==> src/rtl/core/splitmix_random_generator_unit_assert.svh <==
// Assertion macros for the random generator unit
`ifndef SPLITMIX_RANDOM_GENERATOR_UNIT_ASSERT_SVH
`define SPLITMIX_RANDOM_GENERATOR_UNIT_ASSERT_SVH
// implication checked on every edge outside reset
`define SRG_ASSERT_IMP(label, ante, cons) \
  label: assert property (@(posedge clk) disable iff (rst) (ante) |-> (cons)) \
    else $error("assertion failed");
// implication with the consequent checked in the next cycle
`define SRG_ASSERT_NEXT(label, ante, cons) \
  label: assert property (@(posedge clk) disable iff (rst) (ante) |=> (cons)) \
    else $error("assertion failed");
`endif

==> src/rtl/core/srg_pkg.sv <==
// Shared types and constants for the random generator unit
`default_nettype none
package srg_pkg;
  localparam logic [63:0] GOLDEN_STEP = 64'h9e3779b97f4a7c15;
  localparam logic [63:0] MIX_MUL_A = 64'hbf58476d1ce4e5b9;
  localparam logic [63:0] MIX_MUL_B = 64'h94d049bb133111eb;
  localparam logic [1:0] OP_RAW = 2'd0;
  localparam logic [1:0] OP_HIGH = 2'd1;
  localparam logic [1:0] OP_BOUND = 2'd2;
  localparam logic [1:0] OP_FRAC = 2'd3;
  typedef struct packed {
    logic [1:0] opcode;
    logic [63:0] bound;
    logic zero_bound;
  } srg_cmd_t;
endpackage
`default_nettype wire

==> src/rtl/core/splitmix_random_generator_unit.sv <==
// Top level of the SplitMix64 random generator unit
// A raw, upper-half or fraction request is taken from the command queue, then the state is
// advanced and mixed (each 64-bit multiply is built from three 32x32 partial products
// over the mix states) and the result is shaped. A bounded draw first computes the
// threshold remainder, redraws while a sample falls below it, and then computes the final
// remainder, both on the one-bit-per-cycle divider. A zero bound answers with status 1
// and a zero value. After the result transfer the back end returns to idle and then takes
// the next command. Writing seed reloads the state; write it only while idle.
// A two-entry command queue takes requests while a result waits.
`default_nettype none
module splitmix_random_generator_unit #(
  parameter int QueueDepth = 2
) (
  input wire logic clk,
  input wire logic rst,
  input wire logic seed_we,
  input wire logic [63:0] seed,
  input wire logic in_valid,
  output logic in_ready,
  input wire logic [1:0] opcode,
  input wire logic [63:0] bound,
  output logic out_valid,
  input wire logic out_ready,
  output logic [63:0] sample_value,
  output logic status
);
  logic cmd_valid;
  logic cmd_ready;
  srg_pkg::srg_cmd_t cmd;

  srg_front #(.Depth(QueueDepth)) u_front (
    .clk(clk), .rst(rst), .valid(in_valid), .ready(in_ready), .opcode(opcode),
    .bound(bound), .cmd_valid(cmd_valid), .cmd_ready(cmd_ready), .cmd(cmd)
  );

  srg_back u_back (
    .clk(clk), .rst(rst), .seed_we(seed_we), .seed_data(seed), .cmd_valid(cmd_valid),
    .cmd_ready(cmd_ready), .cmd(cmd), .out_valid(out_valid), .out_ready(out_ready),
    .sample_value(sample_value), .status(status)
  );

`include "splitmix_random_generator_unit_assert.svh"
  `SRG_ASSERT_NEXT(a_out_hold, out_valid && !out_ready, out_valid && $stable(sample_value))
  `SRG_ASSERT_IMP(a_take_idle, cmd_valid && cmd_ready, !out_valid)
  `SRG_ASSERT_IMP(a_status_zero, out_valid && status, sample_value == 64'd0)
endmodule
`default_nettype wire

==> src/rtl/core/srg_front.sv <==
// Front end: accepts requests, classifies them and queues commands
`default_nettype none
module srg_front #(
  parameter int Depth = 2
) (
  input wire logic clk,
  input wire logic rst,
  input wire logic valid,
  output logic ready,
  input wire logic [1:0] opcode,
  input wire logic [63:0] bound,
  output logic cmd_valid,
  input wire logic cmd_ready,
  output srg_pkg::srg_cmd_t cmd
);
  localparam int AW = (Depth > 1) ? $clog2(Depth) : 1;
  srg_pkg::srg_cmd_t entries [Depth];
  logic [AW-1:0] wr_ptr;
  logic [AW-1:0] rd_ptr;
  logic [AW:0] count;
  logic push;
  logic pop;

  assign ready = (count != Depth[AW:0]);
  assign push = valid && ready;
  assign cmd_valid = (count != '0);
  assign pop = cmd_valid && cmd_ready;
  assign cmd = entries[rd_ptr];

  always_ff @(posedge clk) begin
    if (push) begin
      entries[wr_ptr] <= '{opcode: opcode, bound: bound, zero_bound: (bound == 64'd0)};
    end
    if (rst) begin
      wr_ptr <= '0;
      rd_ptr <= '0;
      count <= '0;
    end else begin
      if (push) begin
        wr_ptr <= (wr_ptr == AW'(Depth - 1)) ? '0 : wr_ptr + 1'b1;
      end
      if (pop) begin
        rd_ptr <= (rd_ptr == AW'(Depth - 1)) ? '0 : rd_ptr + 1'b1;
      end
      count <= count + {{AW{1'b0}}, push} - {{AW{1'b0}}, pop};
    end
  end
endmodule
`default_nettype wire

==> src/rtl/core/srg_divider.sv <==
// Radix-2 restoring divider, remainder only
`default_nettype none
module srg_divider (
  input wire logic clk,
  input wire logic rst,
  input wire logic start,
  input wire logic [63:0] dividend,
  input wire logic [63:0] divisor,
  output logic busy,
  output logic done,
  output logic [63:0] remainder
);
  logic [63:0] quo;
  logic [64:0] rem;
  logic [63:0] dvs;
  logic [6:0] cnt;
  logic [64:0] shifted;
  logic [65:0] diff;

  assign shifted = {rem[63:0], quo[63]};
  assign diff = {1'b0, shifted} - {2'b0, dvs};
  assign remainder = rem[63:0];

  always_ff @(posedge clk) begin
    if (rst) begin
      busy <= 1'b0;
      done <= 1'b0;
      cnt <= '0;
    end else begin
      done <= 1'b0;
      if (start) begin
        busy <= 1'b1;
        cnt <= 7'd64;
        quo <= dividend;
        dvs <= divisor;
        rem <= '0;
      end else if (busy) begin
        quo <= {quo[62:0], 1'b0};
        rem <= diff[65] ? shifted : diff[64:0];
        cnt <= cnt - 7'd1;
        if (cnt == 7'd1) begin
          busy <= 1'b0;
          done <= 1'b1;
        end
      end
    end
  end
endmodule
`default_nettype wire

==> src/rtl/core/srg_back.sv <==
// Back end: advances the state, mixes samples and shapes the result
`default_nettype none
module srg_back (
  input wire logic clk,
  input wire logic rst,
  input wire logic seed_we,
  input wire logic [63:0] seed_data,
  input wire logic cmd_valid,
  output logic cmd_ready,
  input srg_pkg::srg_cmd_t cmd,
  output logic out_valid,
  input wire logic out_ready,
  output logic [63:0] sample_value,
  output logic status
);
  typedef enum logic [8:0] {
    S_IDLE = 9'b000000001,
    S_THR = 9'b000000010,
    S_MIX0 = 9'b000000100,
    S_MIX1 = 9'b000001000,
    S_MIX2 = 9'b000010000,
    S_MIX3 = 9'b000100000,
    S_CHECK = 9'b001000000,
    S_MOD = 9'b010000000,
    S_OUT = 9'b100000000
  } state_t;

  state_t st;
  logic [63:0] gen_state;
  logic [63:0] z;
  logic [63:0] threshold;
  srg_pkg::srg_cmd_t cur;
  logic div_start;
  logic [63:0] div_a;
  logic [63:0] div_b;
  logic div_busy;
  logic div_done;
  logic [63:0] div_rem;
  logic [63:0] mix_sum;
  logic [1:0] mstep;
  logic [63:0] acc;
  logic [63:0] mul_k;
  logic [63:0] pp;
  logic [63:0] mul_sum;

  srg_divider u_div (
    .clk(clk), .rst(rst), .start(div_start), .dividend(div_a), .divisor(div_b),
    .busy(div_busy), .done(div_done), .remainder(div_rem)
  );

  assign cmd_ready = (st == S_IDLE);
  assign out_valid = (st == S_OUT);
  assign mix_sum = gen_state + srg_pkg::GOLDEN_STEP;
  assign mul_sum = acc + {pp[31:0], 32'd0};

  // low half of z times the mix constant, one 32x32 partial product per cycle
  always_comb begin
    mul_k = (st == S_MIX2) ? srg_pkg::MIX_MUL_B : srg_pkg::MIX_MUL_A;
    case (mstep)
      2'd1: pp = {32'd0, z[63:32]} * {32'd0, mul_k[31:0]};
      2'd2: pp = {32'd0, z[31:0]} * {32'd0, mul_k[63:32]};
      default: pp = {32'd0, z[31:0]} * {32'd0, mul_k[31:0]};
    endcase
  end

  always_comb begin
    div_start = 1'b0;
    div_a = 64'd0 - cur.bound;
    div_b = cur.bound;
    if (st == S_THR && !div_busy && !div_done) begin
      div_start = 1'b1;
    end
    if (st == S_CHECK && cur.opcode == srg_pkg::OP_BOUND && z >= threshold &&
        !div_busy && !div_done) begin
      div_start = 1'b1;
      div_a = z;
    end
  end

  always_ff @(posedge clk) begin
    if (rst) begin
      st <= S_IDLE;
      gen_state <= 64'd0;
    end else if (seed_we) begin
      gen_state <= seed_data;
    end else begin
      case (st)
        S_IDLE: begin
          if (cmd_valid) begin
            cur <= cmd;
            threshold <= '0;
            if (cmd.opcode == srg_pkg::OP_BOUND) begin
              if (cmd.zero_bound) begin
                sample_value <= '0;
                status <= 1'b1;
                st <= S_OUT;
              end else begin
                st <= S_THR;
              end
            end else begin
              st <= S_MIX0;
            end
          end
        end
        S_THR: begin
          if (div_done) begin
            threshold <= div_rem;
            st <= S_MIX0;
          end
        end
        S_MIX0: begin
          gen_state <= mix_sum;
          z <= mix_sum ^ (mix_sum >> 30);
          mstep <= 2'd0;
          st <= S_MIX1;
        end
        S_MIX1: begin
          if (mstep == 2'd0) begin
            acc <= pp;
            mstep <= 2'd1;
          end else if (mstep == 2'd1) begin
            acc <= mul_sum;
            mstep <= 2'd2;
          end else begin
            z <= mul_sum ^ (mul_sum >> 27);
            mstep <= 2'd0;
            st <= S_MIX2;
          end
        end
        S_MIX2: begin
          if (mstep == 2'd0) begin
            acc <= pp;
            mstep <= 2'd1;
          end else if (mstep == 2'd1) begin
            acc <= mul_sum;
            mstep <= 2'd2;
          end else begin
            z <= mul_sum;
            mstep <= 2'd0;
            st <= S_MIX3;
          end
        end
        S_MIX3: begin
          z <= z ^ (z >> 31);
          st <= S_CHECK;
        end
        S_CHECK: begin
          status <= 1'b0;
          case (cur.opcode)
            srg_pkg::OP_RAW: begin
              sample_value <= z;
              st <= S_OUT;
            end
            srg_pkg::OP_HIGH: begin
              sample_value <= {32'd0, z[63:32]};
              st <= S_OUT;
            end
            srg_pkg::OP_FRAC: begin
              sample_value <= {11'd0, z[63:11]};
              st <= S_OUT;
            end
            default: begin
              if (z < threshold) begin
                st <= S_MIX0;
              end else begin
                st <= S_MOD;
              end
            end
          endcase
        end
        S_MOD: begin
          if (div_done) begin
            sample_value <= div_rem;
            st <= S_OUT;
          end
        end
        S_OUT: begin
          if (out_ready) begin
            st <= S_IDLE;
          end
        end
        default: st <= S_IDLE;
      endcase
    end
  end
endmodule
`default_nettype wire

==> config.mk <==
export PLATFORM = sky130hd
export DESIGN_NAME = splitmix_random_generator_unit
export DESIGN_NICKNAME = d
export VERILOG_FILES = /design/src/rtl/core/srg_pkg.sv /design/src/rtl/core/splitmix_random_generator_unit.sv /design/src/rtl/core/srg_front.sv /design/src/rtl/core/srg_divider.sv /design/src/rtl/core/srg_back.sv
export VERILOG_INCLUDE_DIRS = /design/src /design/src/rtl/core
export SDC_FILE = /design/constraint.sdc
export NUM_CORES = 2
export LEC_CHECK = 0
export BUFFER_PORTS_ARGS = -buffer_cell sky130_fd_sc_hd__buf_2
export CAP_MARGIN = 20
export CORE_MARGIN = 8
export CORE_UTILIZATION = 57
export CTS_CLUSTER_DIAMETER = 80
export DETAILED_ROUTE_END_ITERATION = 6
export HOLD_SLACK_MARGIN = 0.12
export PLACE_DENSITY = 0.76
export SYNTH_ARGS = -nofsm -noshare
export SYNTH_HDL_FRONTEND = slang
export SYNTH_SLANG_ARGS = --single-unit
export TNS_END_PERCENT = 20
==> constraint.sdc <==
create_clock -name clk -period 11.2 [get_ports clk]
set_input_delay 2.24 -clock clk [delete_from_list [all_inputs] [get_ports clk]]
set_output_delay 2.24 -clock clk [all_outputs]
set_load 0.02 [all_outputs]
# Word-level counts from Yosys, hierarchy flattened
# Memories as Yosys holds them, arrays and structs flattened. A register that Yosys moved wholly into a read port is not among the register bits.
# Cells that the tools add are included.
[totals]
reg_bits = 603
out_inout_bits = 67
ram_bits = 134
memories = 1
[mem_list]
columns = ["name", "words", "width", "rd", "rd_ports_with_merged_regs", "write_ports", "line_no", "source"]
rows = [
  ["u_front.entries", 2, 67, 1, 1, 1, "srg_front.sv:17", "srg_pkg::srg_cmd_t entries [Depth];"],
]
[op_classes]
n_reduce_logical = 36
bitwise = 6
magnitude_cmp = 2
add_sub_neg = 9
mux = 58
eq_ne = 28
n_mul = 3
[ops]
columns = ["op", "n"]
rows = [
  ["64-bit 2-to-1 mux", 18],
  ["64-bit case mux with 3 select lines", 2],
  ["64-bit case mux with 2 select lines", 2],
  ["64-bit case mux with 4 select lines", 1],
  ["32-bit by 32-bit multiplier with 64-bit output", 3],
  ["9-bit 2-to-1 mux", 11],
  ["9-bit case mux with 9 select lines", 1],
  ["65-bit by 64-bit subtractor with 66-bit output", 1],
  ["64-bit adder", 1],
  ["64-bit adder, second input constant", 1],
  ["64-bit >= comparator", 1],
  ["64-bit zero test", 1],
  ["64-bit less-than comparator", 1],
  ["1-bit by 64-bit subtractor with 64-bit output, first input constant", 1],
  ["64-bit by 33-bit bitwise XOR with 64-bit output", 1],
  ["64-bit by 34-bit bitwise XOR with 64-bit output", 1],
  ["64-bit by 37-bit bitwise XOR with 64-bit output", 1],
  ["62-bit 2-to-1 mux", 1],
  ["1-bit 2-to-1 mux", 15],
  ["7-bit 2-to-1 mux", 2],
  ["2-bit != test, second input constant", 7],
  ["2-bit nonzero test", 7],
  ["9-bit by 1-bit equality test with 1-bit output, second input constant", 1],
  ["9-bit by 2-bit equality test with 1-bit output, second input constant", 1],
  ["other kinds (36)", 60],
]

# Logic depth before layout (Yosys ltp)
[depth]
ltp_word = 9
depth_mapped = 45
mapped_depth_nobuf = 42

# Cells and area by module
# A second synthesis with hierarchy kept.
[unflattened]
hier_cells = 11372
hier_area_um2 = 113462.6
[modules_own_cells]
columns = ["module", "seq_area_each_um2", "cells_per_inst", "n_inst", "area_each_um2"]
rows = [
  ["srg_back", 11220.8, 9991, 1, 96296.1],
  ["srg_divider", 5945.7, 1123, 1, 11942.7],
  ["srg_front", 4124.0, 258, 1, 5223.8],
]

# Worst setup path after synthesis
# Ideal clock, no wire load.
[synth_timing]
path_kind = "register to register"
start = "register u_back.st[3]"
end = "register u_back.z[36], data pin"
setup_slack_ps = 477
period_less_slack_ps = 10723
path_stages_with_launch = 39
arrival_ps = 10448
setup_ps = 275
cell_sequence = "dfxtp_1 -> or3_1 -> nor3_1 -> nand2_1 -> nor3b_1 -> clkbuf_1 -> clkbuf_1 -> nand2_1 -> fa_1 -> inv_1 -> fa_1 -> fa_1 -> inv_1 -> fa_1 -> inv_1 -> fa_1 -> inv_1 -> fa_1 -> (+3 left out) -> ha_1 -> a21oi_1 -> a21bo_2 -> a211o_1 -> xor2_1 -> a22oi_1 -> a21oi_1 -> ha_1 -> a21o_1 -> nor3_1 -> or3b_2 -> a31oi_1 -> o311ai_0 -> a31oi_1 -> a21oi_1 -> xor3_1 -> xor2_1 -> o221ai_1"
[synth_via]
elab_chain_cells = 9
elab_cells_between_ends = 16
classes_between = "add/sub (1); mul (3); eq/ne (4); mux (7); bitwise (1)"
[synth_lines]
columns = ["item", "line_no", "source"]
rows = [
  ["from (decl)", "srg_back.sv:28", "state_t st;"],
  ["from (signal assigned)", "srg_back.sv:82", "st <= S_IDLE;"],
  ["from (signal assigned)", "srg_back.sv:96", "st <= S_OUT;"],
  ["from (signal assigned)", "srg_back.sv:98", "st <= S_THR;"],
  ["9-bit by 5-bit equality test with 1-bit output", "srg_back.sv:58, srg_back.sv:87", ""],
  ["62-bit 2-to-1 mux", "srg_back.sv:58", "mul_k = (st == S_MIX2) ? srg_pkg::MIX_MUL_B : srg_pkg::MIX_MUL_A;"],
  ["32-bit by 32-bit multiplier with 64-bit output, on equally long branches", "srg_back.sv:62, srg_back.sv:60, srg_back.sv:61", ""],
  ["64-bit case mux with 2 select lines", "srg_back.sv:59", "case (mstep)"],
  ["64-bit adder", "srg_back.sv:54", "assign mul_sum = acc + {pp[31:0], 32'd0};"],
  ["64-bit by 37-bit bitwise XOR with 64-bit output", "srg_back.sv:125", "z <= mul_sum ^ (mul_sum >> 27);"],
  ["64-bit 2-to-1 mux", "srg_back.sv:121", "end else if (mstep == 2'd1) begin"],
  ["64-bit 2-to-1 mux", "srg_back.sv:118", "if (mstep == 2'd0) begin"],
  ["64-bit case mux with 4 select lines (*)", "srg_back.sv:87", "case (st)"],
  ["to (signal assigned)", "srg_back.sv:113", "z <= mix_sum ^ (mix_sum >> 30);"],
  ["to (signal assigned)", "srg_back.sv:125", ""],
  ["to (signal assigned)", "srg_back.sv:138", "z <= mul_sum;"],
  ["to (decl)", "srg_back.sv:30", "logic [63:0] z;"],
]
# Every way passes the cells marked *; elsewhere a longest branch is shown, timed or not. The select of a mux whose other input is x is not followed.
# A chain may end at the register's enable or synchronous reset.

# Final worst setup path
# Same ends and word-level chain as after synthesis.

==> reports/summary.txt <==
Status - completed
Syn Inst Count - 11,100
Final core occ - 62.6%
I/O pin count - 202
Initial Utilization - 57.2%
Global-route wire length before repair - 624,000 microns
Peak VDD IR - 555 uV
Max-Slew Margin vs Limit - 14.0%
Synthesized flop and latch total - 738
DP HPWL - 366,000 microns
Die Area - 209,000 sq um
Commonest non-fill, non-tap cell in the layout - inv_1
Pleak - 60.1 nW
Vias/cell - 6.09
Commonest non-fill, non-tap cells in the layout - 2,578 x inv_1, 1,806 x fa_1, 1,341 x ha_1
Placement Rows - 162
Filler Cells Inserted - 16,300
Post-layout nets - 15,000
Post-Syn Area per Cell - 9.99 sq um
Post-synth cell types - 90
Slowest-stage cell, CP - a41oi_1
Worst Path Max Fanout - 18
Clock skew - 0.0392 ns
Max stage delay on crit path - 0.65 ns
Clock root cell - clkbuf_16
Vias - 87,200
Longest Clk Path Bufs - 3
Cell accounting for the most synthesized area - fa_1
IO Port Bufs - 201
Top-area cell type share of the netlist area - 32.5%
PwrDens - 310 nW/um^2
Core area - 194,000 sq um
Placed Cells incl. Taps - 14,200
Pre-Repair DR Iteration Count - 7
Multi-input logic area - 79,100 sq um
Async set-reset flop share out of synthesis - 0%
Fmax - 0.0912 GHz
CTS tree - yes
GRT Residual Overflow - 0
Part of the cycle the worst path needs - 97.9%
Worst hold slack - 0.505 ns
Worst skew pair latency - 0.72 ns
GP Congestion - 1.08
Post-route ant nets - 0
Final hold vios - 0
Element type at the critical path end - flip-flop
Measured slew at the worst slew-check pin - 1.29 ns
Num CTS Buffers - 79
Layout cells sized above 1 - 9.52%
DRC Markers - 0
Vias in the first global route - 89,500
Critical path arrival - 11.39 ns
Initial DRC Count - 10,400
CP required - 11.62 ns
Cell mode on critical path - fa_1
Clock transition at the registers of the reported paths - 0.07 ns
Primary FF master, synth - edfxtp_1
Synth warnings - 0
Min-Delay Path Class - flip-flop to flip-flop
Synthesized area - 111,000 sq um
H-tree Lvls - 3
Register area share after synthesis - 19.2%
Tmin final - 10.96 ns
Final setup vio count - 0
CP Launch Type - flip-flop
DR WL/cell - 30.4 microns
Critical path class - flip-flop to flip-flop
Max cap viols - 0
TritonCTS Sinks - 738
Largest net degree at the start of global routing - 91
Total wire length - 436,000 microns
Global-route usage over all layers - 41.2%
Die W - 458 microns
Slew Limit Fails - 0
Dominant cells by area after synthesis - fa_1 33%, edfxtp_1 18%, ha_1 15%, inv_1 8.7%, xnor2_1 2.5%
Die height - 458 microns
Finished Layout Cells - 14,300
Post-CTS setup buffer count - 0
Storage cell area - 21,300 sq um
Synthesis-to-layout area growth - 9.54%
Initial antenna violation count - 18
Number of flops mapped to enable cells by yosys - 651
-- cell families after synthesis --
family	synth area share, %
simple gates	7.91
buf+inv	10.1
fa+ha+maj	47.6
mux	1.54
xor+xnor	4.17
compound gates	9.49
flops	19.2
other cells	0.00676
-- routing by layer --
metal | vias to the layer above | GRT usage (%) | routed length (microns)
li1 | 37000 | - | -
met1 | 44000 | 56.5 | 172000
met2 | 5158 | 58.8 | 180000
met3 | 1051 | 14.6 | 57600
met4 | 16 | 18.9 | 26100
met5 | - | 0 | 103
-- timing repair --
action	in CTS	in global routing
hold buffers	0	0
endpoints found under the setup margin	0	22
hold endpoints to repair	0	0
resized for setup	0	24
-- Yosys cell counts, types with 25 or more instances --
master    number
mux2i_1       96
fa_1        1806
o21ai_0      355
dfxtp_1       87
a31oi_1       97
a211oi_1      38
or2_2         25
nor3_1        95
nor2_1       586
xnor2_1      319
a21oi_1      506
nand3_1       78
a21o_1       188
nor4_1        44
or3_1         59
edfxtp_1     651
o21bai_1      42
clkbuf_1     379
a22oi_1       59
nor2b_1       52
inv_1       2578
xor2_1       208
ha_1        1343
nand2_1      600
buf_1         26
mux2_2        67
o22ai_1       74
and2_1       112
o31ai_1       25
nand4_1       67
and3_1        42
a221oi_1      53
o21a_1        36
o211ai_1      28
nand2b_1      49
-- power breakdown --
part           leakage [nW]  total [W]  internal (W)  switching [W]
registers              6.67    0.00359       0.00341       0.000186
clock network          1.26    0.00270       0.00144        0.00126
logic                  52.2     0.0315        0.0122         0.0193
-- critical path, delay by kind of cell (launching register included) --
family / cells / cell delay (ns)
AOI/OAI and AO/OA: 9 / 2.20
DFF: 1 / 0.31
xor gates and xnor gates: 3 / 0.67
buffers and inverters: 10 / 1.38
adders and majority gates: 10 / 4.76
and+or+nand+nor: 8 / 1.36
-- through the flow --
stage          setup slack, ns  TNS [ns]  area (sq um)  total power (W)
3_5_place_dp             0.167         0        119000           0.0340
6_report                 0.239         0        122000           0.0378
3_3_place_gp            -0.170    -0.226        119000           0.0338
2_1_floorplan            0.477         0        111000           0.0204
5_1_grt                -0.0362   -0.0569        122000           0.0397
4_1_cts                 0.0883         0        122000           0.0369
-- registers in the layout (all words and copies together), names as in the netlist, 7 cells and up, named ones only --
register	cells
u_back.threshold	64
u_back.acc	64
u_back.sample_value	64
u_back.u_div.rem	64
u_back.u_div.dvs	64
u_back.div_b	64
u_front.entries	134
u_back.u_div.quo	64
u_back.gen_state	64
u_back.st	9
u_back.z	64
u_back.u_div.cnt	7
-- area by class of cell --
cell class | count | area share (%)
flip-flops and latches | 738 | 17.5
clock buffers | 103 | 1.77
multi-input cells | 7473 | 65.0
diodes | 11 | 0.0226
repair buffers | 831 | 4.78
clock inverters | 45 | 0.386
inverters | 2581 | 7.96
well taps | 2542 | 2.61
-- worst paths after layout --
check / start / endpoint / slack [ns] / cells past startpoint
setup / recovery: u_back.st[3] / u_back.z[36] / 0.24 / 40
hold / removal: u_back.div_b[63] / u_back.u_div.dvs[63] / 0.50 / 0
setup reg to reg: u_back.st[3] / u_back.z[36] / 0.24 / 40
hold reg to reg: u_back.div_b[63] / u_back.u_div.dvs[63] / 0.50 / 0
(Power assumes the default switching activity.)
